**src/hdl/bhs_pkg.sv**
```systemverilog
// ----------------------------------------------------------------------------
// Bucketed hash set package
// Operation codes and fixed widths shared by the hash set modules.
// ----------------------------------------------------------------------------
package bhs_pkg;

  // Operation codes; any other code is a membership test
  localparam logic [1:0] KIND_INSERT = 2'd0;
  localparam logic [1:0] KIND_DELETE = 2'd1;

  // Key width
  localparam int KEY_W = 31;

  // Result field widths
  localparam int INDEX_W = 4;
  localparam int COUNT_W = 3;

endpackage

```
**src/hdl/bhs_mod_unit.sv**
```systemverilog
// ----------------------------------------------------------------------------
// Bucketed hash set remainder unit
// Reduces a key modulo a constant divisor by reciprocal multiplication.
// ----------------------------------------------------------------------------
module bhs_mod_unit import bhs_pkg::*; #(
  parameter int DIVISOR = 10
) (
  input  logic                       clk_i,
  input  logic                       rst_ni,
  input  logic                       start_i,
  input  logic [KEY_W-1:0]           key_i,
  output logic                       done_o,
  output logic [$clog2(DIVISOR)-1:0] rem_o
);

  localparam int RW = $clog2(DIVISOR);
  // Shift and reciprocal chosen so the quotient is exact for every key
  localparam int SH = KEY_W + RW;
  localparam int MW = KEY_W + 2;
  localparam int PW = KEY_W + MW;
  localparam int QW = KEY_W - RW + 1;
  localparam longint unsigned RECIP_WIDE =
    ((64'd1 << SH) + 64'(DIVISOR) - 64'd1) / 64'(DIVISOR);
  localparam logic [MW-1:0] RECIP = MW'(RECIP_WIDE);

  logic              mul_vld_q;
  logic              done_q;
  logic [KEY_W-1:0]  key_q;
  logic [PW-1:0]     prod_q;
  logic [PW-1:0]     prod_d;
  logic [QW-1:0]     quo;
  logic [KEY_W-1:0]  diff;
  logic [RW-1:0]     rem_q;
  logic [RW-1:0]     rem_d;

  // Multiply the key by the scaled reciprocal
  assign prod_d = PW'(key_i) * PW'(RECIP);

  // Take the quotient from the high product bits and subtract it back out
  assign quo   = prod_q[SH +: QW];
  assign diff  = key_q - KEY_W'(quo * DIVISOR);
  assign rem_d = diff[RW-1:0];

  // Two-stage sequence: multiply, then subtract
  always_ff @(posedge clk_i or negedge rst_ni) begin
    if (!rst_ni) begin
      mul_vld_q <= 1'b0;
      done_q    <= 1'b0;
    end else begin
      mul_vld_q <= start_i;
      done_q    <= mul_vld_q;
    end
  end

  // Hold the key and product for the subtract stage
  always_ff @(posedge clk_i) begin
    if (start_i) begin
      key_q  <= key_i;
      prod_q <= prod_d;
    end
    if (mul_vld_q) begin
      rem_q <= rem_d;
    end
  end

  assign done_o = done_q;
  assign rem_o  = rem_q;

endmodule

```
**src/hdl/bucketed_hash_set.sv**
```systemverilog
// ----------------------------------------------------------------------------
// Bucketed hash set
// Key set held in fixed buckets of packed slots; insert, delete, membership test.
// ----------------------------------------------------------------------------
//  Channel  Signals                                      Direction
//  in       in_valid_i, in_ready_o, kind_i, key_i        into block
//  out      out_valid_o, out_ready_i, present_o,         out of block
//           rejected_full_o, bucket_index_o, bucket_count_o
//
//  Each transaction is handled in turn: the remainder unit picks the bucket, the
//  fill count is read, the slots are compared one at a time until the key is
//  found or the filled slots run out, and a delete then moves the later entries
//  down one by one. in_ready_o returns as the result is posted.
//  After reset the block clears the fill counts, one bucket a cycle, and holds
//  in_ready_o low until all are cleared. A new transaction is taken while a
//  result waits; a stalled output holds the block before it posts the next.
// ----------------------------------------------------------------------------
module bucketed_hash_set import bhs_pkg::*; #(
  parameter int NUM_BUCKETS      = 10,
  parameter int SLOTS_PER_BUCKET = 5
) (
  input  logic               clk_i,
  input  logic               rst_ni,
  input  logic               in_valid_i,
  output logic               in_ready_o,
  input  logic [1:0]         kind_i,
  input  logic [KEY_W-1:0]   key_i,
  output logic               out_valid_o,
  input  logic               out_ready_i,
  output logic               present_o,
  output logic               rejected_full_o,
  output logic [INDEX_W-1:0] bucket_index_o,
  output logic [COUNT_W-1:0] bucket_count_o
);

  localparam int BW    = $clog2(NUM_BUCKETS);
  localparam int FW    = $clog2(SLOTS_PER_BUCKET + 1);
  localparam int DEPTH = NUM_BUCKETS * SLOTS_PER_BUCKET;
  localparam int AW    = $clog2(DEPTH);

  localparam logic [3:0] ST_CLEAR     = 4'd0;
  localparam logic [3:0] ST_IDLE      = 4'd1;
  localparam logic [3:0] ST_MOD       = 4'd2;
  localparam logic [3:0] ST_FILL_REQ  = 4'd3;
  localparam logic [3:0] ST_FILL_WAIT = 4'd4;
  localparam logic [3:0] ST_SCAN_REQ  = 4'd5;
  localparam logic [3:0] ST_SCAN_CMP  = 4'd6;
  localparam logic [3:0] ST_DECIDE    = 4'd7;
  localparam logic [3:0] ST_SHIFT_REQ = 4'd8;
  localparam logic [3:0] ST_SHIFT_WR  = 4'd9;
  localparam logic [3:0] ST_DONE      = 4'd10;

  logic [3:0]       state_q, state_d;
  logic [BW-1:0]    clr_q, clr_d;
  logic             started_q;
  logic [1:0]       kind_q, kind_d;
  logic [KEY_W-1:0] key_q, key_d;
  logic [BW-1:0]    b_q, b_d;
  logic [AW-1:0]    base_q, base_d;
  logic [FW-1:0]    fill_q, fill_d;
  logic [FW-1:0]    idx_q, idx_d;
  logic [FW-1:0]    idx_inc;
  logic             found_q, found_d;
  logic             rej_q, rej_d;
  logic [FW-1:0]    new_fill_q, new_fill_d;

  logic             out_valid_q, out_valid_d;
  logic             out_load;
  logic             present_q;
  logic             rejected_q;
  logic [BW+INDEX_W-1:0] index_ext;
  logic [FW+COUNT_W-1:0] count_ext;
  logic [INDEX_W-1:0] index_q;
  logic [COUNT_W-1:0] count_q;

  logic             mod_start;
  logic             mod_done;
  logic [BW-1:0]    mod_rem;

  logic             slot_we;
  logic [AW-1:0]    slot_waddr;
  logic [KEY_W-1:0] slot_wdata;
  logic [AW-1:0]    slot_raddr;
  logic [KEY_W-1:0] slot_rd_q;
  logic [KEY_W-1:0] slot_mem [DEPTH];

  logic             fill_we;
  logic [BW-1:0]    fill_waddr;
  logic [FW-1:0]    fill_wdata;
  logic [FW-1:0]    fill_rd_q;
  logic [FW-1:0]    fill_mem [NUM_BUCKETS];

  // Remainder unit picks the bucket
  bhs_mod_unit #(
    .DIVISOR (NUM_BUCKETS)
  ) u_mod (
    .clk_i   (clk_i),
    .rst_ni  (rst_ni),
    .start_i (mod_start),
    .key_i   (key_q),
    .done_o  (mod_done),
    .rem_o   (mod_rem)
  );

  assign idx_inc = idx_q + 1'b1;

  // Sequencer
  always_comb begin
    state_d     = state_q;
    clr_d       = clr_q;
    kind_d      = kind_q;
    key_d       = key_q;
    b_d         = b_q;
    base_d      = base_q;
    fill_d      = fill_q;
    idx_d       = idx_q;
    found_d     = found_q;
    rej_d       = rej_q;
    new_fill_d  = new_fill_q;
    mod_start   = 1'b0;
    out_load    = 1'b0;
    slot_we     = 1'b0;
    slot_waddr  = base_q + AW'(idx_q);
    slot_wdata  = slot_rd_q;
    slot_raddr  = base_q + AW'(idx_q);
    fill_we     = 1'b0;
    fill_waddr  = b_q;
    fill_wdata  = fill_q;
    out_valid_d = out_valid_q & ~out_ready_i;

    case (state_q)
      ST_CLEAR: begin
        fill_we    = 1'b1;
        fill_waddr = clr_q;
        fill_wdata = '0;
        if (clr_q == BW'(NUM_BUCKETS - 1)) begin
          state_d = ST_IDLE;
        end else begin
          clr_d = clr_q + 1'b1;
        end
      end
      ST_IDLE: begin
        if (in_valid_i) begin
          kind_d  = kind_i;
          key_d   = key_i;
          state_d = ST_MOD;
        end
      end
      ST_MOD: begin
        // start the remainder on the cycle after capture
        mod_start = started_q;
        if (mod_done) begin
          b_d     = mod_rem;
          state_d = ST_FILL_REQ;
        end
      end
      ST_FILL_REQ: begin
        base_d  = AW'(b_q * SLOTS_PER_BUCKET);
        state_d = ST_FILL_WAIT;
      end
      ST_FILL_WAIT: begin
        fill_d  = fill_rd_q;
        idx_d   = '0;
        found_d = 1'b0;
        state_d = ST_SCAN_REQ;
      end
      ST_SCAN_REQ: begin
        if (idx_q >= fill_q) begin
          state_d = ST_DECIDE;
        end else begin
          state_d = ST_SCAN_CMP;
        end
      end
      ST_SCAN_CMP: begin
        if (slot_rd_q == key_q) begin
          found_d = 1'b1;
          state_d = ST_DECIDE;
        end else begin
          idx_d   = idx_inc;
          state_d = ST_SCAN_REQ;
        end
      end
      ST_DECIDE: begin
        new_fill_d = fill_q;
        rej_d      = 1'b0;
        state_d    = ST_DONE;
        if (kind_q == KIND_INSERT) begin
          if (fill_q >= FW'(SLOTS_PER_BUCKET)) begin
            rej_d = 1'b1;
          end else if (!found_q) begin
            slot_we    = 1'b1;
            slot_waddr = base_q + AW'(fill_q);
            slot_wdata = key_q;
            fill_we    = 1'b1;
            fill_wdata = fill_q + 1'b1;
            new_fill_d = fill_q + 1'b1;
          end
        end else if (kind_q == KIND_DELETE && found_q) begin
          state_d = ST_SHIFT_REQ;
        end
      end
      ST_SHIFT_REQ: begin
        // pull the next entry down, or close the gap at the end
        slot_raddr = base_q + AW'(idx_inc);
        if (idx_inc >= fill_q) begin
          fill_we    = 1'b1;
          fill_wdata = fill_q - 1'b1;
          new_fill_d = fill_q - 1'b1;
          state_d    = ST_DONE;
        end else begin
          state_d = ST_SHIFT_WR;
        end
      end
      ST_SHIFT_WR: begin
        slot_we    = 1'b1;
        slot_waddr = base_q + AW'(idx_q);
        slot_wdata = slot_rd_q;
        idx_d      = idx_inc;
        state_d    = ST_SHIFT_REQ;
      end
      ST_DONE: begin
        if (!out_valid_q || out_ready_i) begin
          out_load    = 1'b1;
          out_valid_d = 1'b1;
          state_d     = ST_IDLE;
        end
      end
      default: begin
        state_d = ST_IDLE;
      end
    endcase
  end

  // Control state
  always_ff @(posedge clk_i or negedge rst_ni) begin
    if (!rst_ni) begin
      state_q     <= ST_CLEAR;
      clr_q       <= '0;
      out_valid_q <= 1'b0;
      started_q   <= 1'b0;
    end else begin
      state_q     <= state_d;
      clr_q       <= clr_d;
      out_valid_q <= out_valid_d;
      started_q   <= (state_q == ST_IDLE) && in_valid_i;
    end
  end

  // Working registers and result register
  always_ff @(posedge clk_i) begin
    kind_q     <= kind_d;
    key_q      <= key_d;
    b_q        <= b_d;
    base_q     <= base_d;
    fill_q     <= fill_d;
    idx_q      <= idx_d;
    found_q    <= found_d;
    rej_q      <= rej_d;
    new_fill_q <= new_fill_d;
    if (out_load) begin
      present_q  <= found_q;
      rejected_q <= rej_q;
      index_q    <= index_ext[INDEX_W-1:0];
      count_q    <= count_ext[COUNT_W-1:0];
    end
  end

  assign index_ext = {{INDEX_W{1'b0}}, b_q};
  assign count_ext = {{COUNT_W{1'b0}}, new_fill_q};

  // Slot memory: one write and one registered read port
  always_ff @(posedge clk_i) begin
    if (slot_we) begin
      slot_mem[slot_waddr] <= slot_wdata;
    end
    slot_rd_q <= slot_mem[slot_raddr];
  end

  // Fill count memory, read at the current bucket
  always_ff @(posedge clk_i) begin
    if (fill_we) begin
      fill_mem[fill_waddr] <= fill_wdata;
    end
    fill_rd_q <= fill_mem[b_q];
  end

  assign in_ready_o      = (state_q == ST_IDLE);
  assign out_valid_o     = out_valid_q;
  assign present_o       = present_q;
  assign rejected_full_o = rejected_q;
  assign bucket_index_o  = index_q;
  assign bucket_count_o  = count_q;

endmodule

```
**config.mk**
```make
export PLATFORM = sky130hd
export DESIGN_NAME = bucketed_hash_set
export DESIGN_NICKNAME = d
export VERILOG_FILES = /design/src/hdl/bhs_pkg.sv /design/src/hdl/bhs_mod_unit.sv /design/src/hdl/bucketed_hash_set.sv
export SDC_FILE = /design/constraint.sdc
export NUM_CORES = 2
export LEC_CHECK = 0
export ABC_AREA = 0
export BUFFER_PORTS_ARGS = -buffer_cell sky130_fd_sc_hd__buf_4
export CORE_ASPECT_RATIO = 1.75
export CORE_MARGIN = 3
export CORE_UTILIZATION = 40
export CTS_BUF_LIST = sky130_fd_sc_hd__clkbuf_8
export CTS_CLUSTER_SIZE = 28
export DETAILED_ROUTE_END_ITERATION = 6
export SYNTH_ARGS = -nofsm -noshare
export SYNTH_HDL_FRONTEND = slang
export SYNTH_SLANG_ARGS = --single-unit
```
**constraint.sdc**
```tcl
create_clock -name clk_i -period 9.8 [get_ports clk_i]
set_input_delay 0.98 -clock clk_i [delete_from_list [all_inputs] [get_ports clk_i]]
set_output_delay 0.98 -clock clk_i [all_outputs]
set_load 0.005 [all_outputs]
```
==> impl_metrics.csv <==
group,metric,value,unit
detailed_routing,drt_iter0_drc,2695,
timing,fmax,0.140,GHz
floorplanning,placementRows,207,
place,portBuffers,47,
setup_path,endpoint_kind,"flop",
synthesis,ys_seq_area_frac,0.691,
synthesis,synth_edf_count,1654,
synthesis,synth_area,0.0733,sq mm
floorplanning,die_w,330,um
detailed_routing,firstDrtPassIters,5,
detailed_routing,post_drt_wl_per_cell,26.0,um
final_layout,drive_gt1_frac,0.192,
cts,post_cts_resized,0,
setup_path,cp_max_fo,5,
synthesis,synth_cells,4052,
setup_path,start_kind,"flop",
cts,cts_sinks,1700,
floorplanning,die_h,572,um
synthesis,synth-seq-cells,1700,
timing,setup_viol,0,
timing,holdWs,0.258,ns
place,place_congestion,0.874,
cts,htree_levels,4,
setup_path,crit_required,10.40,ns
final_layout,area_growth,11.6,%
timing,hold_violations,0,
cts,cts_tree,"built",
setup_path,criticalPathCategory,"reg2reg",
floorplanning,die_area,0.189,sq mm
place,hpwlAfterDp,114000,um
worst_hold_path,min_path_type,"in2reg",
cts,cts_hold_buf,1,
timing,min_period_over_period,0.731,
global_routing,antenna_found_initial,4,
final_layout,fillerInstances,15700,
synthesis,syn-num-nets,4480,
cts,insertion_delay,0.93,ns
timing,worst_slew_pin_slew,1.30,ns
global_routing,grt_pass1_vias,39300,
global_routing,track_usage,0.190,
timing,fin_skew,0.0968,ns
cts,cts_buffers,228,
detailed_routing,ant_nets,0,
cts,cts_root_buf,"clkbuf_8",
detailed_routing,drc,0,
timing,rsz0062_at_grt,"false",
status,status,"finished clean",
synthesis,async_flop_share,0.00706,
global_routing,grt_pass1_wl,263000,um
synthesis,synth_area_per_cell,18.1,sq um
job,drv_cap,0,
floorplanning,pin_count,48,
timing,drv_slew,0,
setup_path,critPathArrivalTime,7.76,ns
global_routing,grt-ovfl-total,0,
detailed_routing,via_count,37200,
floorplanning,coreArea,0.182,sq mm
timing,setup_tns,0,ns
detailed_routing,via_per_inst,5.43,
synthesis,ys_warn_count,0,
cts,clk_pin_slew,0.07,ns
setup_path,r2r_slack,2.64,ns
timing,max_slew_margin,0.130,
synthesis,yosys_most_used_dff,"edfxtp_1",
floorplanning,start_util,0.403,
global_routing,grt_max_degree,107,
cts,cts_buffer_depth,4,
final_layout,fin_nets,4703,
synthesis,synth.distinct_cells,57,
detailed_routing,totalWireLength,178000,um
cts,post_cts_buffers,0,
timing,min_period,7.16,ns
[cell families after synthesis]
family          Yosys count  share of synthesized area
xor+xnor                 70                    0.00837
buf+inv                 446                     0.0236
simple gates            622                     0.0380
compound gates          314                     0.0303
mux                     509                      0.124
fa+ha+maj               391                     0.0850
flops                  1700                      0.691
[path summary, 6_finish.rpt]
check | endpoint | cells past startpoint | from
max | u_mod.prod_q[36]$_DFFE_PP_ | 22 | key_q[5]$_DFFE_PP_
min | key_q[28]$_DFFE_PP_ | 1 | key_i[28]
max reg2reg | u_mod.prod_q[36]$_DFFE_PP_ | 22 | key_q[5]$_DFFE_PP_
min reg2reg | b_q[0]$_DFFE_PP_ | 0 | u_mod.rem_o[0]$_DFFE_PP_
max in group asynchronous | u_mod.mul_vld_q$_DFF_PN0_ | 2 | rst_ni
min in group asynchronous | clr_q[1]$_DFFE_PN0P_ | 2 | rst_ni
[cell type report]
class,count,area (sq um),share of cell area
Antenna cell,3,7.51,0.0000918
Clock buffer,243,3340,0.0409
Clock inverter,161,965,0.0118
Inverter,272,1020,0.0125
Multi-Input combinational cell,1906,21500,0.263
Sequential cell,1700,50600,0.619
Tap cell,2403,3010,0.0368
Timing Repair Buffer,167,1310,0.0160
[cell usage after synthesis (21+ instances only)]
master       n  area [sq um]
edfxtp_1  1654         49700
nand2_1    363          1360
mux4_2     316          7120
inv_1      272          1020
ha_1       213          2670
mux2i_1    192          1920
fa_1       178          3560
clkbuf_1   123           462
a32oi_1     93           815
nor2_1      93           349
o21ai_0     63           315
nand3_1     52           260
xnor2_1     38           333
buf_2       35           175
dfxtp_1     34           681
and4_1      33           289
xor2_1      32           280
a221oi_1    31           272
o21ai_1     31           155
a21oi_1     28           140
nor3_1      21           105
[cell usage in the layout (no fill, tap or decap), drive strengths merged, types with 94 or more instances in the layout]
| cell | netlist | routed |
|---|---|---|
| mux4 | 316 | 316 |
| ha | 213 | 213 |
| nand2 | 363 | 363 |
| edfxtp | 1654 | 1654 |
| fa | 178 | 178 |
| clkbuf | 123 | 243 |
| o21ai | 94 | 94 |
| buf | 51 | 166 |
| inv | 272 | 350 |
| mux2i | 192 | 192 |
[worst max-delay path, stage by stage (launching register included)]
cell	delay, ns
edfxtp_1	0.47
inv_1	0.13
ha_1	0.35
fa_1	0.53
fa_1	0.53
inv_1	0.07
fa_1	0.61
inv_1	0.16
fa_1	0.50
inv_1	0.05
fa_1	0.49
fa_1	0.49
inv_1	0.05
fa_1	0.49
inv_1	0.04
ha_1	0.28
nand3_1	0.12
nor4_1	0.50
nand3_1	0.17
or4_1	0.50
o2111ai_1	0.13
nor2_1	0.09
xnor2_1	0.14
[per-layer routing]
layer | share of wire | vias to the layer above | track usage
met3 | 0.042 | 312 | 0.0228
met2 | 0.56 | 1009 | 0.361
li1 | - | 16200 | -
met4 | 0.035 | 0 | 0.0666
met5 | 0 | - | 0
met1 | 0.37 | 19700 | 0.217
[metrics by stage]
step	util	instances	instance area, sq um	worst slack [ns]
floorplan	-	4052	73300	3.29
global placement	0.426	6447	77500	2.74
detailed placement	0.426	6447	77500	2.61
CTS	0.450	6852	81800	2.59
global route	0.450	6855	81800	2.34
finish	0.450	6855	81800	2.64
[sequential cells by signal, indices dropped and copies added, names as in the netlist, 4 cells and up]
register and cells:
u_mod.key_q 4, clr_q 4, bucket_index_o 4, u_mod.rem_o 4, fill_mem 30, key_q 31, b_q 4, base_q 6
state_q 4, slot_mem 1550, slot_rd_q 31
Power is not shown: default switching activity piles up to over one toggle a cycle in this logic, so the estimate is an artifact.
